[src/design/sldf_pkg.sv]
`default_nettype none

package sldf_pkg;

  localparam logic [7:0]  SYNC_BYTE       = 8'hFF;
  localparam logic [15:0] CRC_POLY        = 16'hA001;
  localparam logic [15:0] CRC_INIT        = 16'hFFFF;
  localparam logic [8:0]  MAX_PAYLOAD_RST = 9'd256;

  typedef enum logic [2:0] {
    PH_HUNT,
    PH_LEN,
    PH_PAYLOAD,
    PH_CRC_LO,
    PH_CRC_HI
  } phase_t;

  typedef enum logic [1:0] {
    KIND_DATA,
    KIND_GOOD,
    KIND_CRC_ERR,
    KIND_TOO_LONG
  } kind_t;

  typedef struct packed {
    logic       valid;
    kind_t      kind;
    logic [7:0] data_byte;
    logic       is_last;
    logic [8:0] frame_length;
  } res_t;

  // CRC-16/MODBUS update over one byte, LSB first
  function automatic logic [15:0] crc16_byte(input logic [15:0] crc, input logic [7:0] b);
    logic [15:0] c;
    c = crc ^ {8'h00, b};
    for (int i = 0; i < 8; i++) begin
      if (c[0]) begin
        c = (c >> 1) ^ CRC_POLY;
      end else begin
        c = c >> 1;
      end
    end
    return c;
  endfunction

endpackage

`default_nettype wire

[src/design/sldf_in_if.sv]
`default_nettype none

interface sldf_in_if;
  logic       valid;
  logic       ready;
  logic [7:0] rx_byte;

  modport source (output valid, output rx_byte, input ready);
  modport sink (input valid, input rx_byte, output ready);
endinterface

`default_nettype wire

[src/design/sldf_out_if.sv]
`default_nettype none

interface sldf_out_if;
  logic       valid;
  logic       ready;
  logic [1:0] kind;
  logic [7:0] data_byte;
  logic       is_last;
  logic [8:0] frame_length;

  modport source (output valid, output kind, output data_byte, output is_last,
                  output frame_length, input ready);
  modport sink (input valid, input kind, input data_byte, input is_last,
                input frame_length, output ready);
endinterface

`default_nettype wire

[src/design/sldf_frame_fsm.sv]
`default_nettype none

module sldf_frame_fsm (
  input  wire logic              clk,
  input  wire logic              rst_n,
  input  wire logic              advance,
  input  wire logic [7:0]        rx_byte,
  input  wire logic [8:0]        max_payload,
  output sldf_pkg::res_t         res
);
  import sldf_pkg::*;

  phase_t      phase_r, phase_nxt;
  logic [15:0] crc_r, crc_nxt;
  logic [8:0]  total_r, total_nxt;
  logic [8:0]  left_r, left_nxt;
  logic [7:0]  crc_lo_r, crc_lo_nxt;
  logic        skip_r, skip_nxt;

  logic [15:0] crc_upd;
  logic [8:0]  len_plus1;
  logic [8:0]  left_dec;

  assign crc_upd   = crc16_byte(crc_r, rx_byte);
  assign len_plus1 = {1'b0, rx_byte} + 9'd1;
  assign left_dec  = left_r - 9'd1;

  always_ff @(posedge clk) begin
    if (!rst_n) begin
      phase_r  <= PH_HUNT;
      crc_r    <= CRC_INIT;
      total_r  <= '0;
      left_r   <= '0;
      crc_lo_r <= '0;
      skip_r   <= 1'b0;
    end else if (advance) begin
      phase_r  <= phase_nxt;
      crc_r    <= crc_nxt;
      total_r  <= total_nxt;
      left_r   <= left_nxt;
      crc_lo_r <= crc_lo_nxt;
      skip_r   <= skip_nxt;
    end
  end

  // next state
  always_comb begin
    phase_nxt  = phase_r;
    crc_nxt    = crc_r;
    total_nxt  = total_r;
    left_nxt   = left_r;
    crc_lo_nxt = crc_lo_r;
    skip_nxt   = skip_r;
    unique case (phase_r)
      PH_LEN: begin
        crc_nxt   = crc_upd;
        total_nxt = len_plus1;
        left_nxt  = len_plus1;
        skip_nxt  = (len_plus1 > max_payload);
        phase_nxt = PH_PAYLOAD;
      end
      PH_PAYLOAD: begin
        crc_nxt  = crc_upd;
        left_nxt = left_dec;
        if (left_dec == 9'd0) begin
          phase_nxt = PH_CRC_LO;
        end
      end
      PH_CRC_LO: begin
        crc_lo_nxt = rx_byte;
        phase_nxt  = PH_CRC_HI;
      end
      PH_CRC_HI: begin
        phase_nxt = PH_HUNT;
        crc_nxt   = CRC_INIT;
        skip_nxt  = 1'b0;
        left_nxt  = '0;
      end
      default: begin
        phase_nxt = PH_HUNT;
        if (rx_byte == SYNC_BYTE) begin
          crc_nxt   = crc16_byte(CRC_INIT, rx_byte);
          phase_nxt = PH_LEN;
        end
      end
    endcase
  end

  // result for the byte being processed
  always_comb begin
    res = '{valid: 1'b0, kind: KIND_DATA, data_byte: 8'h00, is_last: 1'b0,
            frame_length: 9'd0};
    unique case (phase_r)
      PH_PAYLOAD: begin
        if (!skip_r) begin
          res.valid     = 1'b1;
          res.data_byte = rx_byte;
        end
      end
      PH_CRC_HI: begin
        res.valid        = 1'b1;
        res.is_last      = 1'b1;
        res.frame_length = total_r;
        if (skip_r) begin
          res.kind = KIND_TOO_LONG;
        end else if ({rx_byte, crc_lo_r} == crc_r) begin
          res.kind = KIND_GOOD;
        end else begin
          res.kind = KIND_CRC_ERR;
        end
      end
      default: begin
        res.valid = 1'b0;
      end
    endcase
  end

endmodule

`default_nettype wire

[src/design/sldf_out_reg.sv]
`default_nettype none

module sldf_out_reg (
  input  wire logic            clk,
  input  wire logic            rst_n,
  input  wire logic            load,
  input  wire sldf_pkg::res_t  res,
  output logic                 busy,
  sldf_out_if.source           out_bus
);
  import sldf_pkg::*;

  logic       valid_r;
  kind_t      kind_r;
  logic [7:0] data_r;
  logic       last_r;
  logic [8:0] len_r;

  always_ff @(posedge clk) begin
    if (!rst_n) begin
      valid_r <= 1'b0;
    end else if (load) begin
      valid_r <= res.valid;
    end else if (out_bus.ready) begin
      valid_r <= 1'b0;
    end
  end

  // payload needs no reset
  always_ff @(posedge clk) begin
    if (load) begin
      kind_r <= res.kind;
      data_r <= res.data_byte;
      last_r <= res.is_last;
      len_r  <= res.frame_length;
    end
  end

  // hold while a result waits and the sink stalls
  assign busy                 = valid_r && !out_bus.ready;
  assign out_bus.valid        = valid_r;
  assign out_bus.kind         = kind_r;
  assign out_bus.data_byte    = data_r;
  assign out_bus.is_last      = last_r;
  assign out_bus.frame_length = len_r;

endmodule

`default_nettype wire

[src/design/sync_length_crc16_packet_deframer.sv]
`default_nettype none

// Channel   Direction  Handshake     Payload
// in_bus    sink       valid/ready   rx_byte[7:0]
// out_bus   source     valid/ready   kind[1:0], data_byte[7:0], is_last, frame_length[8:0]
// cfg       write      cfg_we        cfg_data[8:0] -> max_payload
//
// One byte per cycle while the output does not stall. A byte sits in the input
// register, then the CRC-16 and frame-state logic writes the output register, which
// holds the result until it transfers out. Reset is synchronous; afterwards the block
// hunts for sync and max_payload is 256. A stalled output holds the input register
// and drops ready.

module sync_length_crc16_packet_deframer (
  input  wire logic       clk,
  input  wire logic       rst_n,
  input  wire logic       cfg_we,
  input  wire logic [8:0] cfg_data,
  sldf_in_if.sink         in_bus,
  sldf_out_if.source      out_bus
);
  import sldf_pkg::*;

  logic [8:0] max_payload_r;
  logic       in_valid_r;
  logic [7:0] in_byte_r;
  logic       advance;
  logic       out_busy;
  res_t       res;

  always_ff @(posedge clk) begin
    if (!rst_n) begin
      max_payload_r <= MAX_PAYLOAD_RST;
    end else if (cfg_we) begin
      max_payload_r <= cfg_data;
    end
  end

  assign advance      = in_valid_r && !out_busy;
  assign in_bus.ready = !in_valid_r || advance;

  always_ff @(posedge clk) begin
    if (!rst_n) begin
      in_valid_r <= 1'b0;
    end else if (in_bus.ready) begin
      in_valid_r <= in_bus.valid;
    end
  end

  always_ff @(posedge clk) begin
    if (in_bus.ready && in_bus.valid) begin
      in_byte_r <= in_bus.rx_byte;
    end
  end

  sldf_frame_fsm u_fsm (
    .clk         (clk),
    .rst_n       (rst_n),
    .advance     (advance),
    .rx_byte     (in_byte_r),
    .max_payload (max_payload_r),
    .res         (res)
  );

  sldf_out_reg u_out (
    .clk     (clk),
    .rst_n   (rst_n),
    .load    (advance),
    .res     (res),
    .busy    (out_busy),
    .out_bus (out_bus)
  );

endmodule

`default_nettype wire
[src/flat_wrapper.sv]
// flat-port wrapper written by rule: the top's interface ports become plain ports
module sync_length_crc16_packet_deframer_flat import sldf_pkg::*;
  (clk, rst_n, cfg_we, cfg_data, in_bus_valid, in_bus_rx_byte, in_bus_ready, out_bus_valid, out_bus_kind, out_bus_data_byte, out_bus_is_last, out_bus_frame_length, out_bus_ready);
  sldf_in_if in_bus_i ();
  sldf_out_if out_bus_i ();
  input  wire logic clk;
  input  wire logic rst_n;
  input  wire logic cfg_we;
  input  wire logic [8:0] cfg_data;
  input wire logic [$bits(in_bus_i.valid)-1:0] in_bus_valid;
  input wire logic [$bits(in_bus_i.rx_byte)-1:0] in_bus_rx_byte;
  output wire logic [$bits(in_bus_i.ready)-1:0] in_bus_ready;
  output wire logic [$bits(out_bus_i.valid)-1:0] out_bus_valid;
  output wire logic [$bits(out_bus_i.kind)-1:0] out_bus_kind;
  output wire logic [$bits(out_bus_i.data_byte)-1:0] out_bus_data_byte;
  output wire logic [$bits(out_bus_i.is_last)-1:0] out_bus_is_last;
  output wire logic [$bits(out_bus_i.frame_length)-1:0] out_bus_frame_length;
  input wire logic [$bits(out_bus_i.ready)-1:0] out_bus_ready;
  assign in_bus_i.valid = in_bus_valid;
  assign in_bus_i.rx_byte = in_bus_rx_byte;
  assign in_bus_ready = in_bus_i.ready;
  assign out_bus_valid = out_bus_i.valid;
  assign out_bus_kind = out_bus_i.kind;
  assign out_bus_data_byte = out_bus_i.data_byte;
  assign out_bus_is_last = out_bus_i.is_last;
  assign out_bus_frame_length = out_bus_i.frame_length;
  assign out_bus_i.ready = out_bus_ready;
  sync_length_crc16_packet_deframer u_core (.clk(clk), .rst_n(rst_n), .cfg_we(cfg_we), .cfg_data(cfg_data), .in_bus(in_bus_i), .out_bus(out_bus_i));
endmodule
[config.mk]
export PLATFORM = sky130hd
export DESIGN_NAME = sync_length_crc16_packet_deframer_flat
export DESIGN_NICKNAME = d
export VERILOG_FILES = /design/src/design/sldf_pkg.sv /design/src/design/sldf_in_if.sv /design/src/design/sldf_out_if.sv /design/src/design/sldf_frame_fsm.sv /design/src/design/sldf_out_reg.sv /design/src/design/sync_length_crc16_packet_deframer.sv /design/src/flat_wrapper.sv
export SDC_FILE = /design/constraint.sdc
export NUM_CORES = 1
export LEC_CHECK = 0
export ABC_CLOCK_PERIOD_IN_PS = 2500
export BUFFER_PORTS_ARGS = -buffer_cell sky130_fd_sc_hd__buf_4
export CORE_MARGIN = 2
export CORE_UTILIZATION = 25
export CTS_CLUSTER_DIAMETER = 80
export DETAILED_ROUTE_END_ITERATION = 10
export GPL_ROUTABILITY_DRIVEN = 0
export SYNTH_ARGS = -nofsm -noshare
export SYNTH_HDL_FRONTEND = slang
export SYNTH_HIERARCHICAL = 1
export SYNTH_SLANG_ARGS = --single-unit
[constraint.sdc]
create_clock -name clk -period 2.5 [get_ports clk]
set_input_delay 0.5 -clock clk [delete_from_list [all_inputs] [get_ports clk]]
set_output_delay 0.5 -clock clk [all_outputs]
set_load 0.02 [all_outputs]
==> results.json <==
{
  "p_sw_mw": 0.782,
  "worst_r2r_path_depth": 9,
  "critical_path.max_fanout": 5,
  "p_clk_frac": 0.442,
  "layout.cells.non_filler": 752,
  "r2r-start": "u_core/in_byte_r[1]$_DFFE_PP_",
  "area_growth_pct": 21.1,
  "place_area_mm2": 0.00513,
  "synth-edff-count": 28,
  "cts_tree": "built",
  "finalSetupViolCount": 0,
  "synth.distinct_cells": 54,
  "outcome": "complete, no violations",
  "dp_hpwl_um": 7960,
  "endpoint_kind": "flop",
  "clockBufferDepth": 2,
  "cp_data_required_time_ns": 2.73,
  "hold_viol": 0,
  "p_int_mw": 2.49,
  "ys_warn_count": 6,
  "grt_usage": 0.114,
  "rsz0062_at_grt": "false",
  "seq_area_frac_synth": 0.440,
  "synth_cells": 468,
  "clock_skew_ns": 0.00544,
  "clkTransAtPathRegs_ns": 0.06,
  "cts_resized": 0,
  "clkSinkCount": 85,
  "holdPathStages": 1,
  "worstReg2RegEnd": "u_core/u_fsm/skip_r$_SDFFE_PN0P_",
  "syn-num-nets": 509,
  "slowest_stage": "edfxtp_1",
  "critPathKind": "reg2reg",
  "grt_pass1_wl_um": 17400,
  "start_util": 0.252,
  "start_kind": "flop",
  "drt_wl_total_um": 10700,
  "die_y_um": 138,
  "fin_hold_ws_ns": 0.326,
  "synth_top_area_frac": 0.253,
  "worstMarginPinSlew_ns": 0.793,
  "path_cells": "buf_4 > ha_1 > nand2_1 > xnor2_1 > ha_1 > a2111oi_0 > o31ai_1 > a21oi_1 > o21ai_1",
  "routedWlPerCell_um": 14.2,
  "core_mm2": 0.0178,
  "post_cts_buffers": 0,
  "ys_top_cells_by_area": "dfxtp_1, edfxtp_1, xnor2_1, ha_1, nand2_1",
  "route.detailed.drc": 0,
  "hold_path_class": "in2reg",
  "dr.first_iter.drc_count": 251,
  "final_area_mm2": 0.00546,
  "num_rows": 49,
  "hold_end": "u_core/in_byte_r[4]$_DFFE_PP_",
  "drive_gt1_frac": 0.191,
  "arrival_ns": 2.61,
  "fin_crit_sh": 0.949,
  "port_buffers": 43,
  "synth_ff_type": "dfxtp_1",
  "place_inst": 736,
  "netSwitchingFraction": 0.239,
  "max_stage_delay_ns": 0.40,
  "synth.avg_cell_area_um2": 9.62,
  "ys_async_sr_fraction": 0,
  "finalSetupTns_ns": 0,
  "grt_max_degree": 30,
  "relSlewSlack": 0.470,
  "ir_drop_uv": 287,
  "maxSlewViolCount": 0,
  "path_delay_family": "compound AO/OA/AOI/OAI gates",
  "n_antenna_cell": 0,
  "fill_cells": 1876,
  "insertion_delay_ns": 0.35,
  "antenna_found_initial": 0,
  "cts_root_buffer": "clkbuf_16",
  "ctsHoldBuffers": 0,
  "htree_levels": 3,
  "ant_nets": 0,
  "layout_common_cells": "buf_4, dfxtp_1, nand2_1, xnor2_1, nor2_1",
  "grt_overflow": 0,
  "cpMostUsedCell": "ha_1",
  "crit_buf_inv": 1,
  "die_w_um": 138,
  "worstHoldStart": "in_bus_rx_byte[4]",
  "die_area_mm2": 0.0191,
  "drv_cap": 0,
  "leakage_nw": 2.21,
  "grt_pass1_vias": 3399,
  "cellPowerDensity_mw_per_mm2": 600,
  "ys_ff_latch": 85,
  "layout_commonest_cell": "buf_4",
  "nets": 559,
  "cts_made_buffers": 9,
  "ios": 44,
  "p_comb_frac": 0.108,
  "vias": 3507,
  "max_freq_mhz": 421,
  "regToRegSetupSlack_ns": 0.13,
  "routed_via_density": 4.66,
  "seqPwrFrac": 0.450,
  "netlist_area_mm2": 0.00450,
  "min_period_ns": 2.37,
  "firstDrtPassIters": 4,
  "synth_area_leader_cell": "dfxtp_1"
}
## layer usage
layer  share of wire  global-route usage  vias to the layer above
li1                -                   -                     1720
met1            0.47               0.144                     1693
met3           0.042              0.0315                       17
met4           0.018              0.0489                        0
met5               0                   0                        -
met2            0.47               0.183                       77
## flip-flops by register name (all words and copies together), names as in the netlist
register and flops:
u_core/u_fsm/total_r 9, u_core/u_fsm/crc_r 16, u_core/u_fsm/left_r 9, u_core/u_fsm/skip_r 1, u_core/u_out/out_bus.kind 2, u_core/u_out/out_bus.valid 1, u_core/u_out/out_bus.frame_length 9, u_core/max_payload_r 9
u_core/u_fsm/phase_r 3, u_core/in_valid_r 1, u_core/u_out/out_bus.is_last 1, u_core/in_byte_r 8, u_core/u_out/out_bus.data_byte 8, u_core/u_fsm/crc_lo_r 8
## power groups by stage
stage	Combinational, mW	Sequential (mW)	Clock [mW]
finish	0.354	1.47	1.45
CTS	0.356	1.47	1.48
global route	0.388	1.48	1.55
detailed placement	0.354	1.50	0
global placement	0.352	1.50	0
floorplan	0.226	1.51	0
## worst max path at each step
stage / start / to / slack [ns] / cells after the start
2_1_floorplan: out_bus_ready / u_core/u_fsm/left_r[1]$_SDFFE_PN0P_ / 0.24 / 8
3_3_place_gp: u_core/in_byte_r[3]$_DFFE_PP_ / u_core/u_fsm/skip_r$_SDFFE_PN0P_ / 0.27 / 9
3_5_place_dp: u_core/in_byte_r[1]$_DFFE_PP_ / u_core/u_fsm/skip_r$_SDFFE_PN0P_ / 0.19 / 9
4_1_cts: u_core/in_byte_r[1]$_DFFE_PP_ / u_core/u_fsm/skip_r$_SDFFE_PN0P_ / 0.19 / 9
5_1_grt: u_core/in_byte_r[1]$_DFFE_PP_ / u_core/u_fsm/skip_r$_SDFFE_PN0P_ / 0.01 / 9
6_report: u_core/in_byte_r[1]$_DFFE_PP_ / u_core/u_fsm/skip_r$_SDFFE_PN0P_ / 0.13 / 9
## per-stage QoR
step / utilization / total power [mW] / setup WS [ns]
6_report: 0.306 / 3.27 / 0.127
5_1_grt: 0.306 / 3.41 / 0.0108
4_1_cts: 0.306 / 3.31 / 0.189
3_5_place_dp: 0.287 / 1.86 / 0.192
3_3_place_gp: 0.287 / 1.86 / 0.272
2_1_floorplan: - / 1.74 / 0.240
## cell type report
cell class | count | area, µm² | share of cell area
Multi-Input combinational cell | 337 | 2290 | 0.420
Sequential cell | 85 | 1980 | 0.363
Timing Repair Buffer | 66 | 495 | 0.0908
Tap cell | 229 | 287 | 0.0525
Clock buffer | 11 | 264 | 0.0484
Inverter | 19 | 71.3 | 0.0131
Clock inverter | 5 | 62.6 | 0.0115
## kinds of logic after synthesis
kind of cell,synth area share
muxes,0.0222
DFF,0.440
adders and majority gates,0.0528
AOI/OAI and AO/OA,0.117
buffers and inverters,0.0514
xor gates and xnor gates,0.125
and+or+nand+nor,0.192
## Yosys cell counts, drive strengths merged, types with 4 or more instances
cell type  instances
nand3             13
clkbuf            12
a21boi             6
nor2              36
nor3              13
edfxtp            28
a21oi             17
buf               14
a31oi              4
nand2             49
o211a              5
o311ai             6
nand4              8
mux2i             10
ha                19
xnor2             49
and3              11
dfxtp             57
xor2              11
o21ai             19
o211ai             6
o22ai              4
inv               19
nor2b             16
and2              11
(Power assumes the default switching activity.)
